**config.mk**
```make
export PLATFORM = sky130hd
export DESIGN_NAME = camera_coordinate_frame_parser
export DESIGN_NICKNAME = d
export VERILOG_FILES = /design/src/design/ccfp_pkg.sv /design/src/design/ccfp_frame.sv /design/src/design/ccfp_extract.sv /design/src/design/camera_coordinate_frame_parser.sv
export VERILOG_INCLUDE_DIRS = /design/src /design/src/design
export SDC_FILE = /design/constraint.sdc
export NUM_CORES = 1
export LEC_CHECK = 0
export BUFFER_PORTS_ARGS = -buffer_cell sky130_fd_sc_hd__buf_2
export CAP_MARGIN = 25
export CELL_PAD_IN_SITES_DETAIL_PLACEMENT = 1
export CELL_PAD_IN_SITES_GLOBAL_PLACEMENT = 1
export CORE_ASPECT_RATIO = 1.75
export CORE_MARGIN = 5
export CORE_UTILIZATION = 45
export CTS_CLUSTER_SIZE = 30
export DETAILED_ROUTE_END_ITERATION = 10
export PLACE_DENSITY = 0.81
export REMOVE_ABC_BUFFERS = 1
export SLEW_MARGIN = 20
export SYNTH_ARGS = -nofsm -noshare
export SYNTH_HDL_FRONTEND = slang
export SYNTH_SLANG_ARGS = --single-unit
```
**constraint.sdc**
```tcl
create_clock -name clk -period 9.3 [get_ports clk]
set_input_delay 0.465 -clock clk [delete_from_list [all_inputs] [get_ports clk]]
set_output_delay 0.465 -clock clk [all_outputs]
set_load 0.005 [all_outputs]
```
**src/design/assert_macros.svh**
```systemverilog
// Assertion macros shared by the camera coordinate frame parser RTL.
// No dependencies; include with the bare file name.
`ifndef ASSERT_MACROS_SVH
`define ASSERT_MACROS_SVH

// Property must hold at every rising edge while out of reset.
`define ASSERT_PROP(lbl, clk_s, rstn_s, prop, msg) \
	lbl: assert property (@(posedge clk_s) disable iff (!rstn_s) prop) \
		else $error(msg);

// Condition must never be seen at a rising edge while out of reset.
`define ASSERT_NEVER(lbl, clk_s, rstn_s, cond, msg) \
	`ASSERT_PROP(lbl, clk_s, rstn_s, !(cond), msg)

`endif

```
**src/design/ccfp_pkg.sv**
```systemverilog
// Package for the camera coordinate frame parser: sizes, codes and beat types.
// No dependencies; imported by every module of the block.
`timescale 1ns / 1ps

package ccfp_pkg;

	localparam int BUF_BYTES = 16;
	localparam int CNT_W     = $clog2(BUF_BYTES + 1);
	localparam int LEN_W     = 9;
	localparam int MODE_W    = 4;
	localparam int EV_W      = 3;
	localparam int X_W       = 9;
	localparam int Y_W       = 8;

	// Relative window: the twelve frame bytes before the newest one.
	localparam int WIN_DEPTH = 12;
	// Absolute positions read by pair mode.
	localparam int PAIR_LO   = 2;
	localparam int PAIR_HI   = 8;

	localparam logic [7:0] HEADER_BYTE = 8'h52;
	localparam logic [7:0] CATCH_CLR   = 8'h00;
	localparam logic [7:0] CATCH_SET   = 8'h01;

	// Receive phases
	localparam logic [1:0] PH_HUNT = 2'd0;
	localparam logic [1:0] PH_LEN  = 2'd1;
	localparam logic [1:0] PH_DATA = 2'd2;

	// Task modes
	localparam logic [MODE_W-1:0] MODE_POINT_A = 4'd1;
	localparam logic [MODE_W-1:0] MODE_POINT_B = 4'd2;
	localparam logic [MODE_W-1:0] MODE_POINT_C = 4'd3;
	localparam logic [MODE_W-1:0] MODE_CORNERS = 4'd6;
	localparam logic [MODE_W-1:0] MODE_POINT_D = 4'd7;
	localparam logic [MODE_W-1:0] MODE_PAIR    = 4'd10;

	// Event kinds
	localparam logic [EV_W-1:0] EV_NONE    = 3'd0;
	localparam logic [EV_W-1:0] EV_POINT   = 3'd1;
	localparam logic [EV_W-1:0] EV_CORNERS = 3'd2;
	localparam logic [EV_W-1:0] EV_PAIR    = 3'd3;
	localparam logic [EV_W-1:0] EV_LEN_ERR = 3'd4;

	typedef logic [WIN_DEPTH-1:0][7:0] win_t;
	typedef logic [PAIR_HI:PAIR_LO][7:0] pair_t;

	typedef struct packed {
		logic [7:0] rx_byte;
		logic       rearm_corners;
	} in_item_t;

	typedef struct packed {
		logic [EV_W-1:0] event_kind;
		logic [X_W-1:0]  x0;
		logic [Y_W-1:0]  y0;
		logic [X_W-1:0]  x1;
		logic [Y_W-1:0]  y1;
		logic [X_W-1:0]  x2;
		logic [Y_W-1:0]  y2;
		logic [X_W-1:0]  x3;
		logic [Y_W-1:0]  y3;
		logic            target_caught;
		logic            error_seen;
	} out_item_t;

	typedef struct packed {
		logic [X_W-1:0] x0;
		logic [Y_W-1:0] y0;
		logic [X_W-1:0] x1;
		logic [Y_W-1:0] y1;
		logic [X_W-1:0] x2;
		logic [Y_W-1:0] y2;
		logic [X_W-1:0] x3;
		logic [Y_W-1:0] y3;
	} coord_t;

	// What one processed byte yields.
	typedef struct packed {
		logic            fire;
		logic [EV_W-1:0] event_kind;
		logic            target_caught;
		logic            error_seen;
	} step_res_t;

endpackage

```
**src/design/ccfp_frame.sv**
```systemverilog
// Frame state for the camera coordinate frame parser: phase, counts, byte window,
// pair bytes and sticky flags. Depends on ccfp_pkg and assert_macros.svh.
`timescale 1ns / 1ps
`include "assert_macros.svh"

module ccfp_frame import ccfp_pkg::*; (
	input  logic              clk,
	input  logic              arst_n,
	input  logic              step,
	input  in_item_t          item,
	input  logic [MODE_W-1:0] task_mode,
	output win_t              win,
	output pair_t             pair,
	output step_res_t         res
);

	logic [1:0]       phase_q, phase_nx;
	logic [CNT_W-1:0] count_q, count_nx, count_inc;
	logic [CNT_W-1:0] len_q, len_nx;
	logic [LEN_W-1:0] len_ext;
	win_t             win_q, win_nx;
	pair_t            pair_q, pair_cur, pair_nx;
	logic             armed_q, armed_nx;
	logic             catch_q, catch_nx;
	logic             err_q, err_nx;
	logic [7:0]       b;

	assign b         = item.rx_byte;
	assign len_ext   = {1'b0, b} + LEN_W'(2);
	assign count_inc = count_q + CNT_W'(1);

	// Pair bytes with the current byte already written in.
	always_comb begin
		pair_cur = pair_q;
		for (int i = PAIR_LO; i <= PAIR_HI; i++) begin
			if ((phase_q == PH_LEN || phase_q == PH_DATA) && count_q == CNT_W'(i)) begin
				pair_cur[i] = b;
			end
		end
	end

	always_comb begin
		phase_nx       = phase_q;
		count_nx       = count_q;
		len_nx         = len_q;
		win_nx         = win_q;
		pair_nx        = pair_cur;
		armed_nx       = armed_q | item.rearm_corners;
		catch_nx       = catch_q;
		err_nx         = err_q;
		res.fire       = 1'b0;
		res.event_kind = EV_NONE;
		case (phase_q)
			PH_LEN: begin
				if (len_ext > LEN_W'(BUF_BYTES)) begin
					// too long: drop the frame, clear the buffer
					phase_nx       = PH_HUNT;
					err_nx         = 1'b1;
					pair_nx        = '0;
					res.fire       = 1'b1;
					res.event_kind = EV_LEN_ERR;
				end else begin
					len_nx   = len_ext[CNT_W-1:0];
					phase_nx = PH_DATA;
					win_nx   = {win_q[WIN_DEPTH-2:0], b};
					count_nx = count_inc;
				end
			end
			PH_DATA: begin
				win_nx   = {win_q[WIN_DEPTH-2:0], b};
				count_nx = count_inc;
				if (count_inc >= len_q) begin
					res.fire = 1'b1;
					phase_nx = PH_HUNT;
					count_nx = '0;
					case (task_mode)
						MODE_POINT_A, MODE_POINT_B, MODE_POINT_C, MODE_POINT_D: begin
							res.event_kind = EV_POINT;
						end
						MODE_CORNERS: begin
							if (armed_nx) begin
								res.event_kind = EV_CORNERS;
								armed_nx       = 1'b0;
							end
						end
						MODE_PAIR: begin
							res.event_kind = EV_PAIR;
							if (pair_cur[PAIR_LO] == CATCH_CLR) begin
								catch_nx = 1'b0;
							end else if (pair_cur[PAIR_LO] == CATCH_SET) begin
								catch_nx = 1'b1;
							end
						end
						default: begin
							res.event_kind = EV_NONE;
						end
					endcase
				end
			end
			default: begin
				phase_nx = PH_HUNT;
				if (b == HEADER_BYTE) begin
					win_nx    = '0;
					win_nx[0] = HEADER_BYTE;
					count_nx  = CNT_W'(1);
					phase_nx  = PH_LEN;
				end
			end
		endcase
		res.target_caught = catch_nx;
		res.error_seen    = err_nx;
	end

	always_ff @(posedge clk or negedge arst_n) begin
		if (!arst_n) begin
			phase_q <= PH_HUNT;
			count_q <= '0;
			len_q   <= '0;
			win_q   <= '0;
			pair_q  <= '0;
			armed_q <= 1'b0;
			catch_q <= 1'b0;
			err_q   <= 1'b0;
		end else if (step) begin
			phase_q <= phase_nx;
			count_q <= count_nx;
			len_q   <= len_nx;
			win_q   <= win_nx;
			pair_q  <= pair_nx;
			armed_q <= armed_nx;
			catch_q <= catch_nx;
			err_q   <= err_nx;
		end
	end

	// Reads never reach the newest byte, so the stored window is used as is.
	assign win  = win_q;
	assign pair = pair_cur;

	`ASSERT_PROP(a_data_count, clk, arst_n, (phase_q == PH_DATA) |-> (count_q <= len_q), "frame count passed frame length")
	`ASSERT_NEVER(a_count_bound, clk, arst_n, count_q > CNT_W'(BUF_BYTES), "byte count beyond buffer")
	`ASSERT_NEVER(a_err_sticky, clk, arst_n, $fell(err_q), "sticky error cleared")
	`ASSERT_PROP(a_err_hunt, clk, arst_n, (step && res.event_kind == EV_LEN_ERR) |=> (phase_q == PH_HUNT), "length error did not return to hunting")

endmodule

```
**src/design/ccfp_extract.sv**
```systemverilog
// Coordinate extraction for the camera coordinate frame parser: sums and picks
// from the byte window or the pair bytes per event kind. Depends on ccfp_pkg.
`timescale 1ns / 1ps

module ccfp_extract import ccfp_pkg::*; (
	input  logic [EV_W-1:0] event_kind,
	input  win_t            win,
	input  pair_t           pair,
	output coord_t          crd
);

	function automatic logic [X_W-1:0] add_x(input logic [7:0] a, input logic [7:0] c);
		return {1'b0, a} + {1'b0, c};
	endfunction

	// win[k] holds the byte k+2 places back from the end of the frame.
	always_comb begin
		crd = '0;
		case (event_kind)
			EV_POINT: begin
				crd.x0 = add_x(win[2], win[0]);
				crd.y0 = win[1];
			end
			EV_CORNERS: begin
				crd.x0 = add_x(win[11], win[9]);
				crd.y0 = win[10];
				crd.x1 = add_x(win[8], win[6]);
				crd.y1 = win[7];
				crd.x2 = add_x(win[5], win[3]);
				crd.y2 = win[4];
				crd.x3 = add_x(win[2], win[0]);
				crd.y3 = win[1];
			end
			EV_PAIR: begin
				crd.x0 = add_x(pair[3], pair[5]);
				crd.y0 = pair[4];
				crd.x1 = add_x(pair[6], pair[8]);
				crd.y1 = pair[7];
			end
			default: begin
				crd = '0;
			end
		endcase
	end

endmodule

```
**src/design/camera_coordinate_frame_parser.sv**
```systemverilog
// Camera coordinate frame parser, top level.
// Depends on ccfp_pkg, ccfp_frame, ccfp_extract and assert_macros.svh.
//
// Usage:
//   rx channel (rx_valid/rx_ready/rx_item) takes one received byte per beat,
//   with rearm_corners to arm the corner capture ahead of that byte.
//   ev channel (ev_valid/ev_ready/ev_item) gives one beat when a frame
//   completes or is rejected for length; hunting bytes and bytes inside a
//   frame give none.
//   cfg_we/cfg_wdata write task_mode at any edge with cfg_we high; write it
//   only while no byte is in flight.
// Timing:
//   One byte per cycle sustained while the output register is free or
//   ev_ready is high. A byte is held in the input stage, parsed there, and
//   its event is loaded into the output register, which drives ev_valid.
//   The combinational parse (window sums, frame state update) sets this rate.
// Reset:
//   arst_n clears the frame state, buffer, flags and task_mode; the parser
//   starts hunting the 0x52 header.
// Stall:
//   While ev_ready is low and an event waits, the input stage holds its byte
//   and rx_ready drops once that stage is full; nothing is lost.
`timescale 1ns / 1ps
`include "assert_macros.svh"

module camera_coordinate_frame_parser import ccfp_pkg::*; (
	input  logic              clk,
	input  logic              arst_n,
	input  logic              rx_valid,
	output logic              rx_ready,
	input  in_item_t          rx_item,
	output logic              ev_valid,
	input  logic              ev_ready,
	output out_item_t         ev_item,
	input  logic              cfg_we,
	input  logic [MODE_W-1:0] cfg_wdata
);

	logic              rx_valid_s1;
	in_item_t          rx_item_s1;
	logic              ev_valid_s2;
	out_item_t         ev_item_s2;
	logic [MODE_W-1:0] task_mode_q;
	logic              advance;
	win_t              win;
	pair_t             pair;
	step_res_t         res;
	coord_t            crd;
	out_item_t         ev_item_nx;

	// Advance the input stage when the output register is free or draining.
	assign advance  = rx_valid_s1 && (!ev_valid_s2 || ev_ready);
	assign rx_ready = !rx_valid_s1 || advance;

	always_ff @(posedge clk or negedge arst_n) begin
		if (!arst_n) begin
			task_mode_q <= '0;
		end else if (cfg_we) begin
			task_mode_q <= cfg_wdata;
		end
	end

	// Input stage: hold the beat until it is parsed.
	always_ff @(posedge clk or negedge arst_n) begin
		if (!arst_n) begin
			rx_valid_s1 <= 1'b0;
		end else if (rx_ready) begin
			rx_valid_s1 <= rx_valid;
		end
	end

	always_ff @(posedge clk) begin
		if (rx_valid && rx_ready) begin
			rx_item_s1 <= rx_item;
		end
	end

	ccfp_frame u_frame (
		.clk       (clk),
		.arst_n    (arst_n),
		.step      (advance),
		.item      (rx_item_s1),
		.task_mode (task_mode_q),
		.win       (win),
		.pair      (pair),
		.res       (res)
	);

	ccfp_extract u_extract (
		.event_kind (res.event_kind),
		.win        (win),
		.pair       (pair),
		.crd        (crd)
	);

	always_comb begin
		ev_item_nx.event_kind    = res.event_kind;
		ev_item_nx.x0            = crd.x0;
		ev_item_nx.y0            = crd.y0;
		ev_item_nx.x1            = crd.x1;
		ev_item_nx.y1            = crd.y1;
		ev_item_nx.x2            = crd.x2;
		ev_item_nx.y2            = crd.y2;
		ev_item_nx.x3            = crd.x3;
		ev_item_nx.y3            = crd.y3;
		ev_item_nx.target_caught = res.target_caught;
		ev_item_nx.error_seen    = res.error_seen;
	end

	// Output register: load on a firing byte, hold while waiting, drop once taken.
	always_ff @(posedge clk or negedge arst_n) begin
		if (!arst_n) begin
			ev_valid_s2 <= 1'b0;
		end else begin
			ev_valid_s2 <= (advance && res.fire) || (ev_valid_s2 && !ev_ready);
		end
	end

	always_ff @(posedge clk) begin
		if (advance && res.fire) begin
			ev_item_s2 <= ev_item_nx;
		end
	end

	assign ev_valid = ev_valid_s2;
	assign ev_item  = ev_item_s2;

	`ASSERT_PROP(a_ev_from_advance, clk, arst_n, $rose(ev_valid_s2) |-> $past(advance), "event raised without a parsed byte")
	`ASSERT_PROP(a_s1_hold, clk, arst_n, (rx_valid_s1 && !advance) |=> rx_valid_s1, "input stage lost a byte")

endmodule
```
# == Word-level counts from Yosys, hierarchy flattened ==
# Cells that the tools add are included.
# word_totals
out_inout_bits,75
n_memories,0
mem_bits_ro,0
mem_bits_rw,0
ff_bits,255
word_cells,136
latchBits,0
in_bits,18
# op_classes
n_lt_le_gt_ge,2
shifts,0
eq_ne,22
div_mod_pow,0
reduce_logical,24
bitwise,2
multipliers,0
n_mux,37
n_addsub,8
# op_table
cell,count
$mux 96,2
$pmux 96 s2,1
$mux 56,2
$mux 8,7
$add 8x8->9,6
$pmux 17 s3,1
$pmux 17 s2,1
$eq 5x3->1 const B,4
$mux 5,3
$logic_and 1x1->1,11
$mux 1,11
$eq 5x2->1 const B,2
$pmux 5 s2,1
$add 8x2->9 const B,1
$gt 9x5->1 const B,1
$pmux 3 s3,1
$eq 4x2->1 const B,2
$eq 4x3->1 const B,2
$eq 8x1->1 const B,1
$eq 8x7->1 const B,1
$logic_not 8->1,1
$mux 4,2
$pmux 4 s2,1
$eq 3x2->1 const B,2
other kinds (19),28

# == Longest topological paths before layout ==
# depth
ltp_word,10
depth_mapped,18
mapped_depth_nobuf,17

# == Modules after synthesis ==
# A second synthesis with hierarchy kept.
# hier_totals
cells_unflattened,999
area_unflattened_um2,12495.7
# by_module_without_submodules
mod,seq_area_each_um2,instances,area_per_inst_um2,cells_each
ccfp_frame,4179.0,1,7393.3,580
camera_coordinate_frame_parser,2612.5,1,2716.4,100
ccfp_extract,0.0,1,2386.0,319

# == Worst setup path before layout ==
# Ideal clock, no wire load.
# synth_path
path_kind,reg2reg
start,register u_frame.count_q[0]
end,"register ev_item_s2 (netlist bit ev_item[0]), enable pin"
n_path_buf,1
arrival_ns,6.929
stages_incl_launch_ff,9
required_ns,8.684
setup_ns,0.616
period_less_slack_ns,7.544
setup_slack_ns,1.756
path_cell_list,dfrtp_1 ha_1 clkbuf_1 xor2_1 ha_1 nand2_1 o21ai_1 a41oi_1 a211oi_1
# synth_via
elab_chain_len,5
# synth_rtl
element,line,rtl
"start, declared",ccfp_frame.sv:18,"logic [CNT_W-1:0] count_q, count_nx, count_inc;"
"start signal, assigned",ccfp_frame.sv:126,count_q <= count_nx;
$add 5x1->5,ccfp_frame.sv:30,assign count_inc = count_q + CNT_W'(1);
$ge 5x5->1,ccfp_frame.sv:72,if (count_inc >= len_q) begin
$mux 4,ccfp_frame.sv:72,
$pmux 4 s2,ccfp_frame.sv:53,case (phase_q)
$logic_and 1x1->1,camera_coordinate_frame_parser.sv:120,if (advance && res.fire) begin
"end signal, assigned",camera_coordinate_frame_parser.sv:121,ev_item_s2 <= ev_item_nx;
"end, declared",camera_coordinate_frame_parser.sv:42,out_item_t ev_item_s2;
# No other way between the ends.
# A chain may end at the register's enable or synchronous reset.

==> metrics.txt <==
# TYPE chip_impl_metric gauge
chip_impl_info{name="outcome",value="finished clean"} 1
chip_impl_metric{name="netlist.area_leader.share",unit="%"} 33.9
chip_impl_metric{name="layout.area.seq",unit="sq um"} 6790
chip_impl_info{name="hp-class",value="in2reg"} 1
chip_impl_info{name="crit_path_cell_trace",value="inv_1 -> ha_1 -> nor2_1 -> nand2_1 -> nor2_1 -> nand2_1 -> mux2_2 -> ha_1 -> inv_1 -> fa_1 -> nor2b_1 -> o21ai_0 -> nand2b_1 -> a211oi_1 -> o21ai_0 -> a21oi_1 -> o211ai_1"} 1
chip_impl_info{name="tritoncts",value="done"} 1
chip_impl_info{name="netlist_top_cells_area",value="sky130_fd_sc_hd__dfrtp_1 (34%), sky130_fd_sc_hd__edfxtp_1 (19%), sky130_fd_sc_hd__nand2_1 (9.0%)"} 1
chip_impl_metric{name="yosysWarningCount",unit=""} 0
chip_impl_metric{name="cts-resized-gates",unit=""} 0
chip_impl_metric{name="power.density",unit="nW/um^2"} 158
chip_impl_metric{name="synth.cell_area",unit="sq um"} 12800
chip_impl_metric{name="num_antenna_cells",unit=""} 0
chip_impl_metric{name="synthArstFlopShare",unit="%"} 67.8
chip_impl_info{name="root_buffer",value="sky130_fd_sc_hd__clkbuf_16"} 1
chip_impl_metric{name="worst_ir_drop_vdd",unit="mV"} 0.160
chip_impl_metric{name="final.setup_skew",unit="ps"} 17.4
chip_impl_metric{name="num-nets-final",unit=""} 1395
chip_impl_metric{name="critical_path_arrival",unit="ps"} 4590
chip_impl_metric{name="cp_data_required_time",unit="ps"} 9570
chip_impl_metric{name="grt_first_pass_wirelength",unit="microns"} 54200
chip_impl_info{name="synth.cells.most_frequent",value="sky130_fd_sc_hd__nand2_1 (306), sky130_fd_sc_hd__dfrtp_1 (173), sky130_fd_sc_hd__o21ai_0 (146)"} 1
chip_impl_metric{name="route.antenna.remaining_nets",unit=""} 0
chip_impl_metric{name="dieArea",unit="sq um"} 32000
chip_impl_metric{name="clk_sink_count",unit=""} 255
chip_impl_metric{name="crit_path_max_incr_delay",unit="ps"} 820
chip_impl_metric{name="synth_area_per_cell",unit="sq um"} 10.2
chip_impl_metric{name="globalRoute.totalOverflow",unit=""} 0
chip_impl_info{name="critical_path.startpoint_type",value="flip-flop"} 1
chip_impl_metric{name="crit_fanout",unit=""} 18
chip_impl_metric{name="max_clock_freq",unit="MHz"} 231
chip_impl_metric{name="floorplan.initialDensity",unit="%"} 45.6
chip_impl_info{name="slowest_stage",value="sky130_fd_sc_hd__ha_1"} 1
chip_impl_info{name="synth_top_area_cell",value="sky130_fd_sc_hd__dfrtp_1"} 1
chip_impl_metric{name="flow.area_growth_from_synthesis",unit="%"} 12.2
chip_impl_metric{name="io_buffers",unit=""} 92
chip_impl_metric{name="worst_hold_slack_after_final_layout",unit="ps"} 94.5
chip_impl_metric{name="grt_util_all_layers",unit="%"} 21.6
chip_impl_metric{name="clkTransAtPathRegs",unit="ps"} 70
chip_impl_metric{name="drc_errors",unit=""} 0
chip_impl_info{name="critPathCaptureType",value="flip-flop"} 1
chip_impl_info{name="yosysMostFrequentCell",value="sky130_fd_sc_hd__nand2_1"} 1
chip_impl_metric{name="io_pins",unit=""} 93
chip_impl_metric{name="setup_viol",unit=""} 0
chip_impl_metric{name="floorplan.core_area",unit="sq um"} 28000
chip_impl_metric{name="tritoncts.num_buffers",unit=""} 25
chip_impl_metric{name="post_route_cells_drive_above_1_share",unit="%"} 14.2
chip_impl_metric{name="timing.final.crit_period",unit="ps"} 4320
chip_impl_metric{name="dieWidth",unit="microns"} 137
chip_impl_metric{name="synth_sequential_area_ratio",unit="%"} 53.2
chip_impl_metric{name="place.detailed.instances",unit=""} 1655
chip_impl_metric{name="multiInputGateArea",unit="sq um"} 5520
chip_impl_metric{name="final-max-slew-violation-count",unit=""} 0
chip_impl_metric{name="first_global_vias",unit=""} 10200
chip_impl_metric{name="number_of_buffers_inserted_by_post_cts_setup_repair",unit=""} 0
chip_impl_metric{name="max_slew_margin_vs_limit",unit="%"} 32.8
chip_impl_metric{name="max_cap_viol_count",unit=""} 0
chip_impl_metric{name="yosys_register_bits",unit=""} 255
chip_impl_metric{name="post_layout_nonfiller_instances",unit=""} 1703
chip_impl_metric{name="clkLatencyLatePin",unit="ps"} 540
chip_impl_metric{name="grt_start_max_net_pins",unit=""} 108
chip_impl_metric{name="synth_cells",unit=""} 1250
chip_impl_info{name="timing.setup.critical_path_class",value="reg2reg"} 1
chip_impl_metric{name="placer_s_final_routability_congestion_estimate",unit=""} 0.850
chip_impl_metric{name="synth_enable_flop_cells",unit=""} 82
chip_impl_metric{name="drt_pass1_iterations",unit=""} 4
chip_impl_info{name="postSynth.topFlopCell",value="sky130_fd_sc_hd__dfrtp_1"} 1
chip_impl_metric{name="cts_max_level",unit=""} 1
chip_impl_metric{name="via_per_inst",unit=""} 5.63
chip_impl_metric{name="setup_total_negative_slack",unit="ps"} 0
chip_impl_metric{name="period_share",unit="%"} 46.5
chip_impl_metric{name="row_count",unit=""} 81
chip_impl_metric{name="count_of_fill_cells_added_during_filler_insertion",unit=""} 3144
chip_impl_metric{name="max-clock-path-buffers",unit=""} 3
chip_impl_metric{name="timing_worst_slew_pin_value",unit="ps"} 1010
chip_impl_metric{name="post_synth_num_cell_types",unit=""} 64
chip_impl_metric{name="post_drt_wl_per_cell",unit="microns"} 20.1
chip_impl_metric{name="grt_antenna_before_repair",unit=""} 0
chip_impl_metric{name="finalWirelength",unit="microns"} 34200
chip_impl_info{name="rsz0062_at_grt",value="false"} 1
chip_impl_metric{name="finalHoldViolCount",unit=""} 0
chip_impl_metric{name="route.vias.total",unit=""} 9580
chip_impl_metric{name="drtIter0Drc",unit=""} 447
chip_impl_metric{name="static-leakage-power",unit="nW"} 6.16
chip_impl_metric{name="post-dp-hpwl",unit="microns"} 23000
chip_impl_metric{name="die_height",unit="microns"} 233
## worst max-delay path: cells and delay by family (launching register included)
kind                       cells  cell delay [ps]
buffers and inverters          2              120
DFF                            1              370
and+or+nand+nor                6              920
adders and majority gates      3             1230
AOI/OAI and AO/OA              5              990
muxes                          1              400
## final cells by class
cell class                      count  share of cell area, %
Inverter                           34                  0.891
Clock buffer                       29                   4.54
Multi-Input combinational cell    889                   38.6
Sequential cell                   255                   47.4
Clock inverter                     17                   1.12
Tap cell                          373                   3.26
Timing Repair Buffer              106                   4.18
## what timing repair did
item / 4_1_cts / 5_1_grt
setup endpoints to repair: 0 / 0
hold endpoints to repair: 0 / 45
hold buffers: 0 / 1
## placed cells by master, fill, tap and decap left out, drive strengths merged, types with 5 or more instances in the layout
cell and count:
a211oi 11, a21o 14, a21oi 26, a22o 17
a22oi 5, and2 26, buf 105, clkbuf 29
clkinv 12, dfrtp 173, edfxtp 82, fa 6
ha 60, inv 35, mux2 34, mux2i 21
nand2 307, nand2b 11, nand3 12, nor2 36
nor2b 10, nor3 16, o211ai 13, o21a 8
o21ai 150, o21bai 5, o22ai 7, o2bb2ai 7
o31ai 18, xnor2 15, xor2 16
## path summary, 6_finish.rpt
path	depth (start not counted)	start	to	slack, ps
worst min-delay path	1	rx_item[6]	rx_item_s1[6]	90
worst max-delay path	17	u_frame.phase_q[0]	ev_item[69]	4980
max in group asynchronous	4	arst_n	u_frame.win[34]	7420
worst min register to register	1	u_frame.err_q	u_frame.err_q	470
min in group asynchronous	2	arst_n	u_frame.win[72]	440
worst max register to register	17	u_frame.phase_q[0]	ev_item[69]	4980
## per-layer routing
layer	share of wire, %	vias to the layer above	GRT usage, %
met5	0	-	0
met4	3.9	0	8.96
met1	38	4853	24.5
met2	55	174	40.6
li1	-	4477	-
met3	3.0	76	2.16
## kinds of logic after synthesis
kind of cell / after synthesis / share of synthesized area [%]
mux: 55 / 4.65
compound gates: 300 / 14.8
flops: 255 / 53.2
simple gates: 437 / 14.8
buf+inv: 106 / 3.67
xor+xnor: 31 / 2.13
fa+ha+maj: 66 / 6.82
## power breakdown
group	internal (mW)	switching [mW]	leakage, nW
registers	1.16	0.0205	3.07
clock network	0.584	0.442	0.401
logic	0.0158	0.0394	2.69
total	1.76	0.502	6.16
## state kept, by name, indices dropped and copies added (netlist names), 2 cells and up
| name | cells |
|---|---|
| task_mode_q | 4 |
| u_frame.phase_q | 2 |
| u_frame.count_q | 5 |
| u_frame.len_q | 5 |
| u_frame.pair_q | 56 |
| ev_item | 73 |
| rx_item_s1 | 9 |
| u_frame.win | 96 |
## metrics by stage
step	total power [mW]	setup WS (ps)	utilization, %	area [sq um]
6_report	2.26	4980	51.2	14300
5_1_grt	2.35	4630	51.2	14300
3_5_place_dp	1.26	5080	48.1	13500
3_3_place_gp	1.26	5240	48.1	13500
4_1_cts	2.29	4960	51.0	14300
2_1_floorplan	1.22	1540	-	12400
(Power assumes the default switching activity.)
